File: src/lcse_pkg.sv
// ----------------------------------------------------------------------------
// lcse_pkg
// Shared types and constants of the line centroid steering error block.
// ----------------------------------------------------------------------------
package lcse_pkg;

  // limits on counted rows and columns
  localparam int MAX_COLS = 1024;
  localparam int MAX_ROWS = 1024;

  // field widths
  localparam int PIXEL_W  = 8;
  localparam int COORD_W  = 10;
  localparam int RSUM_W   = 20;
  localparam int RCNT_W   = 11;
  localparam int CSUM_W   = 24;
  localparam int ERR_W    = 16;
  localparam int DRV_W    = 17;

  // serial divider
  localparam int DIV_NUM_W = 26;
  localparam int DIV_DEN_W = 12;
  localparam int DIV_CNT_W = $clog2(DIV_NUM_W);

  // row record queue
  localparam int QDEPTH = 4;
  localparam int QPTR_W = $clog2(QDEPTH);

  // register map
  localparam int ADDR_W = 5;
  localparam logic [2:0] REG_BAND_TOP      = 3'd0;
  localparam logic [2:0] REG_BAND_ROWS     = 3'd1;
  localparam logic [2:0] REG_IMAGE_WIDTH   = 3'd2;
  localparam logic [2:0] REG_CENTER_OFFSET = 3'd3;
  localparam logic [2:0] REG_STEER_GAIN    = 3'd4;

  localparam logic [9:0]  RST_BAND_TOP      = 10'd320;
  localparam logic [10:0] RST_BAND_ROWS     = 11'd24;
  localparam logic [10:0] RST_IMAGE_WIDTH   = 11'd640;
  localparam logic [9:0]  RST_CENTER_OFFSET = 10'd30;
  localparam logic [15:0] RST_STEER_GAIN    = 16'hFF0A;

  typedef struct packed {
    logic [9:0]         band_top;
    logic [10:0]        band_rows;
    logic [10:0]        image_width;
    logic [9:0]         center_offset;
    logic signed [15:0] steer_gain;
  } cfg_t;

  // one closed row handed from front to back
  typedef struct packed {
    logic              frame_end;
    logic [RCNT_W-1:0] cnt;
    logic [RSUM_W-1:0] sum;
  } row_rec_t;

endpackage

File: src/line_centroid_steering_error.sv
// ----------------------------------------------------------------------------
// line_centroid_steering_error
// Steering error and drive from the line centroid of a band of mask rows.
//
//   port group  role    transaction
//   in_*        slave   one mask pixel, tlast = frame end, tuser = row end
//   out_*       master  one result per frame: error, drive, line found
//   cfg_*       apb     register writes and reads, pready always high
//
// pixels are taken one per cycle while the row record queue has room
// each row end with line pixels costs the back part a serial 26-bit divide,
// an empty row only the record check; four queued rows absorb short bursts,
// and rows closing faster than the back part handles them stall in_tready
// a frame end with line rows adds a second divide, the error and drive math
// in S_ERR, S_MUL and S_DRV, and the load of the result register in S_OUT
// the result waits in an output register; the back part stalls on it only
// when the next frame end arrives before it is taken
// reset (synchronous, rst_n low) clears counters, queue and result valid
// ----------------------------------------------------------------------------
module line_centroid_steering_error (
  input  logic        clk,
  input  logic        rst_n,
  // input stream
  input  logic        in_tvalid,
  output logic        in_tready,
  input  logic [31:0] in_tdata,   // pixel[7:0], column[17:8], row[27:18], zero pad
  input  logic        in_tlast,   // frame_end
  input  logic        in_tuser,   // row_end
  // result stream
  output logic        out_tvalid,
  input  logic        out_tready,
  output logic [39:0] out_tdata,  // steer_error[15:0], drive[32:16], zero pad
  output logic        out_tuser,  // line_found
  // configuration
  input  logic        cfg_psel,
  input  logic        cfg_penable,
  input  logic        cfg_pwrite,
  input  logic [4:0]  cfg_paddr,
  input  logic [31:0] cfg_pwdata,
  output logic [31:0] cfg_prdata,
  output logic        cfg_pready
);

  lcse_pkg::cfg_t      cfg_r, cfg_nxt;
  lcse_pkg::row_rec_t  push_rec, head_rec;
  logic                push, pop, q_full, q_empty, wr_en;
  logic [2:0]          reg_idx;
  logic [15:0]         res_err;
  logic [16:0]         res_drv;

  assign cfg_pready = 1'b1;
  assign reg_idx    = cfg_paddr[4:2];
  assign wr_en      = cfg_psel && cfg_penable && cfg_pwrite && cfg_pready;

  always_comb begin
    cfg_nxt = cfg_r;
    if (wr_en) begin
      case (reg_idx)
        lcse_pkg::REG_BAND_TOP:      cfg_nxt.band_top      = cfg_pwdata[9:0];
        lcse_pkg::REG_BAND_ROWS:     cfg_nxt.band_rows     = cfg_pwdata[10:0];
        lcse_pkg::REG_IMAGE_WIDTH:   cfg_nxt.image_width   = cfg_pwdata[10:0];
        lcse_pkg::REG_CENTER_OFFSET: cfg_nxt.center_offset = cfg_pwdata[9:0];
        lcse_pkg::REG_STEER_GAIN:    cfg_nxt.steer_gain    = cfg_pwdata[15:0];
        default: begin
        end
      endcase
    end
  end

  always_comb begin
    case (reg_idx)
      lcse_pkg::REG_BAND_TOP:      cfg_prdata = 32'(cfg_r.band_top);
      lcse_pkg::REG_BAND_ROWS:     cfg_prdata = 32'(cfg_r.band_rows);
      lcse_pkg::REG_IMAGE_WIDTH:   cfg_prdata = 32'(cfg_r.image_width);
      lcse_pkg::REG_CENTER_OFFSET: cfg_prdata = 32'(cfg_r.center_offset);
      lcse_pkg::REG_STEER_GAIN:    cfg_prdata = {16'h0000, cfg_r.steer_gain};
      default:                     cfg_prdata = '0;
    endcase
  end

  always_ff @(posedge clk) begin
    if (!rst_n) begin
      cfg_r.band_top      <= lcse_pkg::RST_BAND_TOP;
      cfg_r.band_rows     <= lcse_pkg::RST_BAND_ROWS;
      cfg_r.image_width   <= lcse_pkg::RST_IMAGE_WIDTH;
      cfg_r.center_offset <= lcse_pkg::RST_CENTER_OFFSET;
      cfg_r.steer_gain    <= lcse_pkg::RST_STEER_GAIN;
    end else begin
      cfg_r <= cfg_nxt;
    end
  end

  lcse_front u_front (
    .clk       (clk),
    .rst_n     (rst_n),
    .cfg       (cfg_r),
    .in_valid  (in_tvalid),
    .in_ready  (in_tready),
    .pixel     (in_tdata[7:0]),
    .column    (in_tdata[17:8]),
    .row       (in_tdata[27:18]),
    .row_end   (in_tuser),
    .frame_end (in_tlast),
    .push      (push),
    .push_rec  (push_rec),
    .q_full    (q_full)
  );

  lcse_queue u_queue (
    .clk      (clk),
    .rst_n    (rst_n),
    .push     (push),
    .push_rec (push_rec),
    .full     (q_full),
    .pop      (pop),
    .head_rec (head_rec),
    .empty    (q_empty)
  );

  lcse_back u_back (
    .clk       (clk),
    .rst_n     (rst_n),
    .cfg       (cfg_r),
    .head_rec  (head_rec),
    .q_empty   (q_empty),
    .pop       (pop),
    .out_valid (out_tvalid),
    .out_ready (out_tready),
    .out_err   (res_err),
    .out_drv   (res_drv),
    .out_found (out_tuser)
  );

  assign out_tdata = {7'b0000000, res_drv, res_err};

endmodule

File: src/lcse_queue.sv
// ----------------------------------------------------------------------------
// lcse_queue
// Small first-in first-out queue of closed row records.
// ----------------------------------------------------------------------------
module lcse_queue (
  input  logic              clk,
  input  logic              rst_n,
  input  logic              push,
  input  lcse_pkg::row_rec_t push_rec,
  output logic              full,
  input  logic              pop,
  output lcse_pkg::row_rec_t head_rec,
  output logic              empty
);

  lcse_pkg::row_rec_t                 mem_r [lcse_pkg::QDEPTH];
  logic [lcse_pkg::QPTR_W-1:0]        wr_ptr_r, wr_ptr_nxt;
  logic [lcse_pkg::QPTR_W-1:0]        rd_ptr_r, rd_ptr_nxt;
  logic [lcse_pkg::QPTR_W:0]          count_r, count_nxt;
  logic                               do_push, do_pop;

  assign full     = (count_r == (lcse_pkg::QPTR_W+1)'(lcse_pkg::QDEPTH));
  assign empty    = (count_r == '0);
  assign head_rec = mem_r[rd_ptr_r];
  assign do_push  = push && !full;
  assign do_pop   = pop && !empty;

  always_comb begin
    wr_ptr_nxt = do_push ? wr_ptr_r + 1'b1 : wr_ptr_r;
    rd_ptr_nxt = do_pop  ? rd_ptr_r + 1'b1 : rd_ptr_r;
    count_nxt  = count_r;
    if (do_push && !do_pop) begin
      count_nxt = count_r + 1'b1;
    end else if (!do_push && do_pop) begin
      count_nxt = count_r - 1'b1;
    end
  end

  always_ff @(posedge clk) begin
    if (!rst_n) begin
      wr_ptr_r <= '0;
      rd_ptr_r <= '0;
      count_r  <= '0;
    end else begin
      wr_ptr_r <= wr_ptr_nxt;
      rd_ptr_r <= rd_ptr_nxt;
      count_r  <= count_nxt;
    end
  end

  always_ff @(posedge clk) begin
    if (do_push) begin
      mem_r[wr_ptr_r] <= push_rec;
    end
  end

endmodule

File: src/lcse_front.sv
// ----------------------------------------------------------------------------
// lcse_front
// Takes pixels, keeps the running column sum and count of the current row
// and hands a record to the queue at each row or frame end.
// ----------------------------------------------------------------------------
module lcse_front (
  input  logic                clk,
  input  logic                rst_n,
  input  lcse_pkg::cfg_t      cfg,
  input  logic                in_valid,
  output logic                in_ready,
  input  logic [7:0]          pixel,
  input  logic [9:0]          column,
  input  logic [9:0]          row,
  input  logic                row_end,
  input  logic                frame_end,
  output logic                push,
  output lcse_pkg::row_rec_t  push_rec,
  input  logic                q_full
);

  logic [lcse_pkg::RSUM_W-1:0] sum_r, sum_nxt, sum_upd;
  logic [lcse_pkg::RCNT_W-1:0] cnt_r, cnt_nxt, cnt_upd;
  logic [10:0]                 row_off;
  logic [lcse_pkg::RSUM_W:0]   sum_try;
  logic                        in_band, in_cols, hit, accept, close_row;

  assign in_ready  = !q_full;
  assign accept    = in_valid && in_ready;
  assign close_row = row_end || frame_end;

  always_comb begin
    row_off = {1'b0, row} - {1'b0, cfg.band_top};
    in_band = (row >= cfg.band_top) && (row_off < cfg.band_rows) &&
              (int'(row) < lcse_pkg::MAX_ROWS);
    in_cols = ({1'b0, column} < cfg.image_width) &&
              (int'(column) < lcse_pkg::MAX_COLS);
    sum_try = {1'b0, sum_r} + (lcse_pkg::RSUM_W+1)'(column);
    // a pixel that would overflow the row counters is dropped
    hit     = (pixel != '0) && in_band && in_cols &&
              (cnt_r != '1) && !sum_try[lcse_pkg::RSUM_W];
    sum_upd = hit ? sum_try[lcse_pkg::RSUM_W-1:0] : sum_r;
    cnt_upd = hit ? cnt_r + 1'b1 : cnt_r;

    sum_nxt = sum_r;
    cnt_nxt = cnt_r;
    if (accept) begin
      sum_nxt = close_row ? '0 : sum_upd;
      cnt_nxt = close_row ? '0 : cnt_upd;
    end

    push               = accept && close_row;
    push_rec.frame_end = frame_end;
    push_rec.cnt       = cnt_upd;
    push_rec.sum       = sum_upd;
  end

  always_ff @(posedge clk) begin
    if (!rst_n) begin
      sum_r <= '0;
      cnt_r <= '0;
    end else begin
      sum_r <= sum_nxt;
      cnt_r <= cnt_nxt;
    end
  end

endmodule

File: src/lcse_div.sv
// ----------------------------------------------------------------------------
// lcse_div
// Restoring divider, one quotient bit per cycle.
// ----------------------------------------------------------------------------
module lcse_div (
  input  logic                           clk,
  input  logic                           rst_n,
  input  logic                           start,
  input  logic [lcse_pkg::DIV_NUM_W-1:0] num,
  input  logic [lcse_pkg::DIV_DEN_W-1:0] den,
  output logic                           done,
  output logic [lcse_pkg::DIV_NUM_W-1:0] quo
);

  logic                           busy_r, busy_nxt;
  logic                           done_r, done_nxt;
  logic [lcse_pkg::DIV_CNT_W-1:0] cnt_r, cnt_nxt;
  logic [lcse_pkg::DIV_DEN_W-1:0] rem_r, rem_nxt;
  logic [lcse_pkg::DIV_DEN_W-1:0] den_r, den_nxt;
  logic [lcse_pkg::DIV_NUM_W-1:0] quo_r, quo_nxt;
  logic [lcse_pkg::DIV_DEN_W:0]   trial, diff;
  logic                           ge;

  assign done = done_r;
  assign quo  = quo_r;

  always_comb begin
    trial    = {rem_r, quo_r[lcse_pkg::DIV_NUM_W-1]};
    diff     = trial - {1'b0, den_r};
    ge       = (trial >= {1'b0, den_r});
    busy_nxt = busy_r;
    done_nxt = 1'b0;
    cnt_nxt  = cnt_r;
    rem_nxt  = rem_r;
    den_nxt  = den_r;
    quo_nxt  = quo_r;
    if (start) begin
      busy_nxt = 1'b1;
      cnt_nxt  = lcse_pkg::DIV_CNT_W'(lcse_pkg::DIV_NUM_W - 1);
      rem_nxt  = '0;
      den_nxt  = den;
      quo_nxt  = num;
    end else if (busy_r) begin
      // remainder stays below the divisor, so one bit fewer suffices
      rem_nxt = ge ? diff[lcse_pkg::DIV_DEN_W-1:0] : trial[lcse_pkg::DIV_DEN_W-1:0];
      quo_nxt = {quo_r[lcse_pkg::DIV_NUM_W-2:0], ge};
      cnt_nxt = cnt_r - 1'b1;
      if (cnt_r == '0) begin
        busy_nxt = 1'b0;
        done_nxt = 1'b1;
      end
    end
  end

  always_ff @(posedge clk) begin
    if (!rst_n) begin
      busy_r <= 1'b0;
      done_r <= 1'b0;
      cnt_r  <= '0;
    end else begin
      busy_r <= busy_nxt;
      done_r <= done_nxt;
      cnt_r  <= cnt_nxt;
    end
  end

  always_ff @(posedge clk) begin
    rem_r <= rem_nxt;
    den_r <= den_nxt;
    quo_r <= quo_nxt;
  end

endmodule

File: src/lcse_back.sv
// ----------------------------------------------------------------------------
// lcse_back
// Turns row records into centroids, averages them at frame end, computes the
// steering error and drive and holds the result in an output register.
// ----------------------------------------------------------------------------
module lcse_back (
  input  logic                clk,
  input  logic                rst_n,
  input  lcse_pkg::cfg_t      cfg,
  input  lcse_pkg::row_rec_t  head_rec,
  input  logic                q_empty,
  output logic                pop,
  output logic                out_valid,
  input  logic                out_ready,
  output logic [15:0]         out_err,
  output logic [16:0]         out_drv,
  output logic                out_found
);

  localparam logic [2:0] S_IDLE = 3'd0;
  localparam logic [2:0] S_RDIV = 3'd1;
  localparam logic [2:0] S_CHKF = 3'd2;
  localparam logic [2:0] S_FDIV = 3'd3;
  localparam logic [2:0] S_ERR  = 3'd4;
  localparam logic [2:0] S_MUL  = 3'd5;
  localparam logic [2:0] S_DRV  = 3'd6;
  localparam logic [2:0] S_OUT  = 3'd7;

  logic [2:0]                    state_r, state_nxt;
  logic [lcse_pkg::CSUM_W-1:0]   csum_r, csum_nxt;
  logic [lcse_pkg::RCNT_W-1:0]   rows_r, rows_nxt;
  logic                          fe_r, fe_nxt;
  logic signed [27:0]            diff_r, diff_nxt;
  logic signed [15:0]            err_r, err_nxt;
  logic signed [31:0]            prod_r, prod_nxt;
  logic signed [16:0]            drv_r, drv_nxt;
  logic                          found_r, found_nxt;
  logic                          ov_r, ov_nxt;
  logic [15:0]                   oerr_r, oerr_nxt;
  logic [16:0]                   odrv_r, odrv_nxt;
  logic                          ofound_r, ofound_nxt;

  logic                           div_start, div_done;
  logic [lcse_pkg::DIV_NUM_W-1:0] div_num, div_quo;
  logic [lcse_pkg::DIV_DEN_W-1:0] div_den;

  logic [lcse_pkg::CSUM_W+2:0]   csum_try;
  logic signed [27:0]            adj;
  logic signed [27:0]            off_q4, ctr_q4;
  logic signed [32:0]            negp;
  logic signed [18:0]            shr;
  logic                          load_out;

  lcse_div u_div (
    .clk   (clk),
    .rst_n (rst_n),
    .start (div_start),
    .num   (div_num),
    .den   (div_den),
    .done  (div_done),
    .quo   (div_quo)
  );

  assign out_valid = ov_r;
  assign out_err   = oerr_r;
  assign out_drv   = odrv_r;
  assign out_found = ofound_r;
  assign load_out  = (state_r == S_OUT) && (!ov_r || out_ready);

  always_comb begin
    state_nxt  = state_r;
    csum_nxt   = csum_r;
    rows_nxt   = rows_r;
    fe_nxt     = fe_r;
    diff_nxt   = diff_r;
    err_nxt    = err_r;
    prod_nxt   = prod_r;
    drv_nxt    = drv_r;
    found_nxt  = found_r;
    pop        = 1'b0;
    div_start  = 1'b0;
    div_num    = '0;
    div_den    = '0;
    ctr_q4     = 28'(signed'({1'b0, cfg.image_width[10:1], 4'b0000}));
    off_q4     = 28'(signed'({1'b0, cfg.center_offset, 4'b0000}));
    csum_try   = (lcse_pkg::CSUM_W+3)'(csum_r) + (lcse_pkg::CSUM_W+3)'(div_quo);
    adj        = diff_r[27] ? diff_r + off_q4 : diff_r - off_q4;
    negp       = 33'sd8192 - 33'(prod_r);
    shr        = 19'(negp >>> 14);

    case (state_r)
      S_IDLE: begin
        if (!q_empty) begin
          pop    = 1'b1;
          fe_nxt = head_rec.frame_end;
          if (head_rec.cnt != '0) begin
            // centroid in q.4: (sum*32 + n) / (2n)
            div_start = 1'b1;
            div_num   = {1'b0, head_rec.sum, 5'b00000} +
                        lcse_pkg::DIV_NUM_W'(head_rec.cnt);
            div_den   = {head_rec.cnt, 1'b0};
            state_nxt = S_RDIV;
          end else begin
            state_nxt = S_CHKF;
          end
        end
      end
      S_RDIV: begin
        if (div_done) begin
          if ((rows_r != '1) && (csum_try <= (lcse_pkg::CSUM_W+3)'(24'hFFFFFF))) begin
            csum_nxt = csum_try[lcse_pkg::CSUM_W-1:0];
            rows_nxt = rows_r + 1'b1;
          end
          state_nxt = S_CHKF;
        end
      end
      S_CHKF: begin
        if (!fe_r) begin
          state_nxt = S_IDLE;
        end else if (rows_r == '0) begin
          err_nxt   = '0;
          drv_nxt   = '0;
          found_nxt = 1'b0;
          state_nxt = S_OUT;
        end else begin
          div_start = 1'b1;
          div_num   = {1'b0, csum_r, 1'b0} + lcse_pkg::DIV_NUM_W'(rows_r);
          div_den   = {rows_r, 1'b0};
          state_nxt = S_FDIV;
        end
      end
      S_FDIV: begin
        if (div_done) begin
          diff_nxt  = signed'({2'b00, div_quo}) - ctr_q4;
          state_nxt = S_ERR;
        end
      end
      S_ERR: begin
        if (adj > 28'sd32767) begin
          err_nxt = 16'sh7FFF;
        end else if (adj < -28'sd32768) begin
          err_nxt = 16'sh8000;
        end else begin
          err_nxt = adj[15:0];
        end
        state_nxt = S_MUL;
      end
      S_MUL: begin
        prod_nxt  = cfg.steer_gain * err_r;
        state_nxt = S_DRV;
      end
      S_DRV: begin
        // round half up, then saturate to 17 bits
        if (shr > 19'sd65535) begin
          drv_nxt = 17'sh0FFFF;
        end else if (shr < -19'sd65536) begin
          drv_nxt = 17'sh10000;
        end else begin
          drv_nxt = shr[16:0];
        end
        found_nxt = 1'b1;
        state_nxt = S_OUT;
      end
      S_OUT: begin
        if (load_out) begin
          csum_nxt  = '0;
          rows_nxt  = '0;
          state_nxt = S_IDLE;
        end
      end
      default: begin
        state_nxt = S_IDLE;
      end
    endcase
  end

  always_comb begin
    ov_nxt     = ov_r;
    oerr_nxt   = oerr_r;
    odrv_nxt   = odrv_r;
    ofound_nxt = ofound_r;
    if (load_out) begin
      ov_nxt     = 1'b1;
      oerr_nxt   = err_r;
      odrv_nxt   = drv_r;
      ofound_nxt = found_r;
    end else if (ov_r && out_ready) begin
      ov_nxt = 1'b0;
    end
  end

  always_ff @(posedge clk) begin
    if (!rst_n) begin
      state_r <= S_IDLE;
      csum_r  <= '0;
      rows_r  <= '0;
      fe_r    <= 1'b0;
      ov_r    <= 1'b0;
    end else begin
      state_r <= state_nxt;
      csum_r  <= csum_nxt;
      rows_r  <= rows_nxt;
      fe_r    <= fe_nxt;
      ov_r    <= ov_nxt;
    end
  end

  always_ff @(posedge clk) begin
    diff_r   <= diff_nxt;
    err_r    <= err_nxt;
    prod_r   <= prod_nxt;
    drv_r    <= drv_nxt;
    found_r  <= found_nxt;
    oerr_r   <= oerr_nxt;
    odrv_r   <= odrv_nxt;
    ofound_r <= ofound_nxt;
  end

endmodule

File: config.mk
export PLATFORM = sky130hd
export DESIGN_NAME = line_centroid_steering_error
export DESIGN_NICKNAME = d
export VERILOG_FILES = /design/src/lcse_pkg.sv /design/src/line_centroid_steering_error.sv /design/src/lcse_queue.sv /design/src/lcse_front.sv /design/src/lcse_div.sv /design/src/lcse_back.sv
export SDC_FILE = /design/constraint.sdc
export NUM_CORES = 2
export LEC_CHECK = 0
export ABC_CLOCK_PERIOD_IN_PS = 8580
export BUFFER_PORTS_ARGS = -buffer_cell sky130_fd_sc_hd__clkbuf_2
export CAP_MARGIN = 20
export CORE_MARGIN = 1
export CORE_UTILIZATION = 45
export CTS_BUF_LIST = sky130_fd_sc_hd__clkbuf_8
export DETAILED_ROUTE_END_ITERATION = 12
export HOLD_SLACK_MARGIN = 0.12
export PLACE_DENSITY_LB_ADDON = 0.25
export SKIP_CTS_REPAIR_TIMING = 1
export SLEW_MARGIN = 15
export SYNTH_ARGS = -nofsm -noshare
export SYNTH_HDL_FRONTEND = slang
export SYNTH_HIERARCHICAL = 1
export SYNTH_SLANG_ARGS = --single-unit
File: constraint.sdc
create_clock -name clk -period 8.58 [get_ports clk]
set_input_delay 0 -clock clk [delete_from_list [all_inputs] [get_ports clk]]
set_output_delay 0 -clock clk [all_outputs]
set_load 0.01 [all_outputs]
==> results.json <==
{
  "core_region_area_sq_mm": 0.0791,
  "synth-seq-cells": 450,
  "grt_util_all_layers_pct": 22.5,
  "worst_pin_slew_ns": 1.10,
  "wire_per_inst_microns": 18.8,
  "worstPathRequired_ns": 9.01,
  "drt-total-wl_microns": 91700,
  "nets": 4328,
  "start_util_pct": 45.6,
  "path_clk_slew_ns": 0.06,
  "setup_tns_ns": 0,
  "critPathLaunchType": "flip-flop",
  "drtIter0Drc": 1626,
  "grt_max_degree": 82,
  "placed_area_sq_mm": 0.0374,
  "drive_gt1_share_pct": 9.71,
  "gp_congestion": 0.895,
  "gr-total-overflow": 0,
  "synth.most_common_cell": "inv_1",
  "cp_num_buf_inv": 3,
  "synth_top_area_share_pct": 24.4,
  "via_per_inst": 5.50,
  "drc": 0,
  "insertion_delay_ns": 0.70,
  "ioPinCount": 154,
  "synth_seq_area_share_pct": 33.1,
  "die_w_microns": 285,
  "synth.largest_area_cell": "edfxtp_1",
  "io_buffer_count": 107,
  "fin_area_sq_mm": 0.0396,
  "row_count": 103,
  "syn_area_sq_mm": 0.0361,
  "async_reset_ff_share_pct": 0,
  "die-area_sq_mm": 0.0814,
  "maxSlewViolCount": 0,
  "worstSetupPathType": "flip-flop to flip-flop",
  "htree_levels": 3,
  "grt_pass1_wl_microns": 146000,
  "max_freq_mhz": 142,
  "die_y_microns": 285,
  "synth_edf_count": 293,
  "cts_tree": "built",
  "final_hold_viol_count": 0,
  "worst_clock_skew_ns": 0.0426,
  "crit_slowest_cell": "dfxtp_1",
  "hpwlAfterDp_microns": 67300,
  "relSlewSlack_pct": 26.6,
  "synth_common_cells": "inv_1 (447), nand2_1 (383), edfxtp_1 (293)",
  "cp_cell_sequence": "nand2_1, fa_1, fa_1, fa_1, fa_1, inv_1, fa_1, inv_1, fa_1, inv_1, ha_1, a21o_1, a21o_1, nor2_1, o31ai_1, a31oi_1, o21ai_0, a311o_1, a21oi_1, xnor2_1",
  "min_period_ns": 7.04,
  "fin_crit_sh_pct": 82.1,
  "clock-root-buffer": "clkbuf_8",
  "max_stage_delay_ns": 1.02,
  "cts_buffer_depth": 3,
  "yosysWarnings": 6,
  "syn_to_final_growth_pct": 9.77,
  "end_kind": "flip-flop",
  "rsz0062_at_grt": "false",
  "first_pass_iters": 6,
  "worstPathArrival_ns": 7.48,
  "synth_cell_types": 114,
  "synth.avg_cell_area_sq_um": 9.94,
  "hp-class": "input port to flip-flop",
  "synth_area_leaders": "edfxtp_1 (24%), fa_1 (15%), dfxtp_1 (8.7%)",
  "cts_made_buffers": 82,
  "cp_max_fo": 18,
  "cp_common_cell": "fa_1",
  "status": "finished clean",
  "numClockSinks": 450,
  "maxCapViolCount": 0,
  "setup_viol": 0,
  "synth_flop_cell": "edfxtp_1",
  "synth_cells": 3634,
  "critPathTopFamily": "adder cells",
  "final_antenna_net_count": 0,
  "grt_pass1_vias": 26636,
  "antenna_found_initial": 1,
  "via_count": 26858
}
==> final cells by class <==
cell class	count	area, sq um
clock inverters	58	470
fillers	7518	39500
repair buffers	189	1280
inverters	448	1680
diodes	3	7.51
well taps	1050	1310
multi-input cells	2593	21600
clock buffers	94	1290
flip-flops and latches	450	11900
==> layer usage <==
| layer | up-vias | share of wire (%) | global-route usage (%) |
|---|---|---|---|
| met2 | 683 | 49 | 38.4 |
| met5 | - | 0 | 0 |
| met1 | 13235 | 43 | 29.3 |
| met3 | 164 | 5.1 | 3.18 |
| li1 | 12776 | - | - |
| met4 | 0 | 3.2 | 7.58 |
==> cells by family after synthesis <==
group | count (synthesis) | share of synthesized area (%)
adders and majority gates | 487 | 22.5
buffers and inverters | 613 | 7.27
muxes | 134 | 4.98
DFF | 450 | 33.1
and+or+nand+nor | 1132 | 15.9
other | 3 | 0.0312
xor gates and xnor gates | 191 | 4.63
AOI/OAI and AO/OA | 624 | 11.6
==> flip-flops by register name (all words and copies together) (netlist names), 12 cells and up, named ones only <==
name,count
u_back/out_drv,17
u_back/u_div/rem_r,12
u_front/sum_r,20
u_back/diff_r,27
u_queue/mem_r,128
u_back/prod_r,32
u_back/csum_r,24
u_back/u_div/den_r,12
u_back/u_div/quo,26
u_back/drv_r,17
u_back/out_err,16
cfg_r,58
u_back/err_r,16
==> metrics by stage <==
step	hold WS (ns)	setup slack [ns]	utilization, %	cells
2_1_floorplan	0.128	2.28	-	3656
6_report	0.0912	1.54	50.1	4885
5_1_grt	0.137	1.19	50.1	4884
3_5_place_dp	0.267	1.58	47.2	4680
4_1_cts	-0.470	1.57	49.4	4832
3_3_place_gp	0.265	1.64	47.2	4680
==> tightest hold or removal path: cells and delay by family <==
kind / cells / cell delay (ns)
compound gates: 1 / 0.08
buf+inv: 1 / 0.39
simple gates: 1 / 0.25
==> layout by cell type (no fill, tap or decap), types with 108 or more instances in the layout <==
master | netlist | final
nand2_1 | 383 | 382
edfxtp_1 | 293 | 293
and2_1 | 155 | 155
ha_1 | 215 | 215
nor2_1 | 167 | 166
xnor2_1 | 118 | 118
fa_1 | 271 | 271
nand3_1 | 109 | 108
a21oi_1 | 163 | 163
inv_1 | 447 | 471
dfxtp_1 | 157 | 156
==> final timing paths <==
path	start	end	slack, ns	cells past startpoint
max	cfg_r[8]	u_back/prod_r[24]	1.54	20
min	cfg_paddr[3]	cfg_r[33]	0.09	3
max reg2reg	cfg_r[8]	u_back/prod_r[24]	1.54	20
min reg2reg	u_back/drv_r[13]	u_back/out_drv[13]	0.42	0
Power is left out: the tool's default activity adds up to more than one toggle a clock period on the data nets, which glitch-free logic cannot reach.
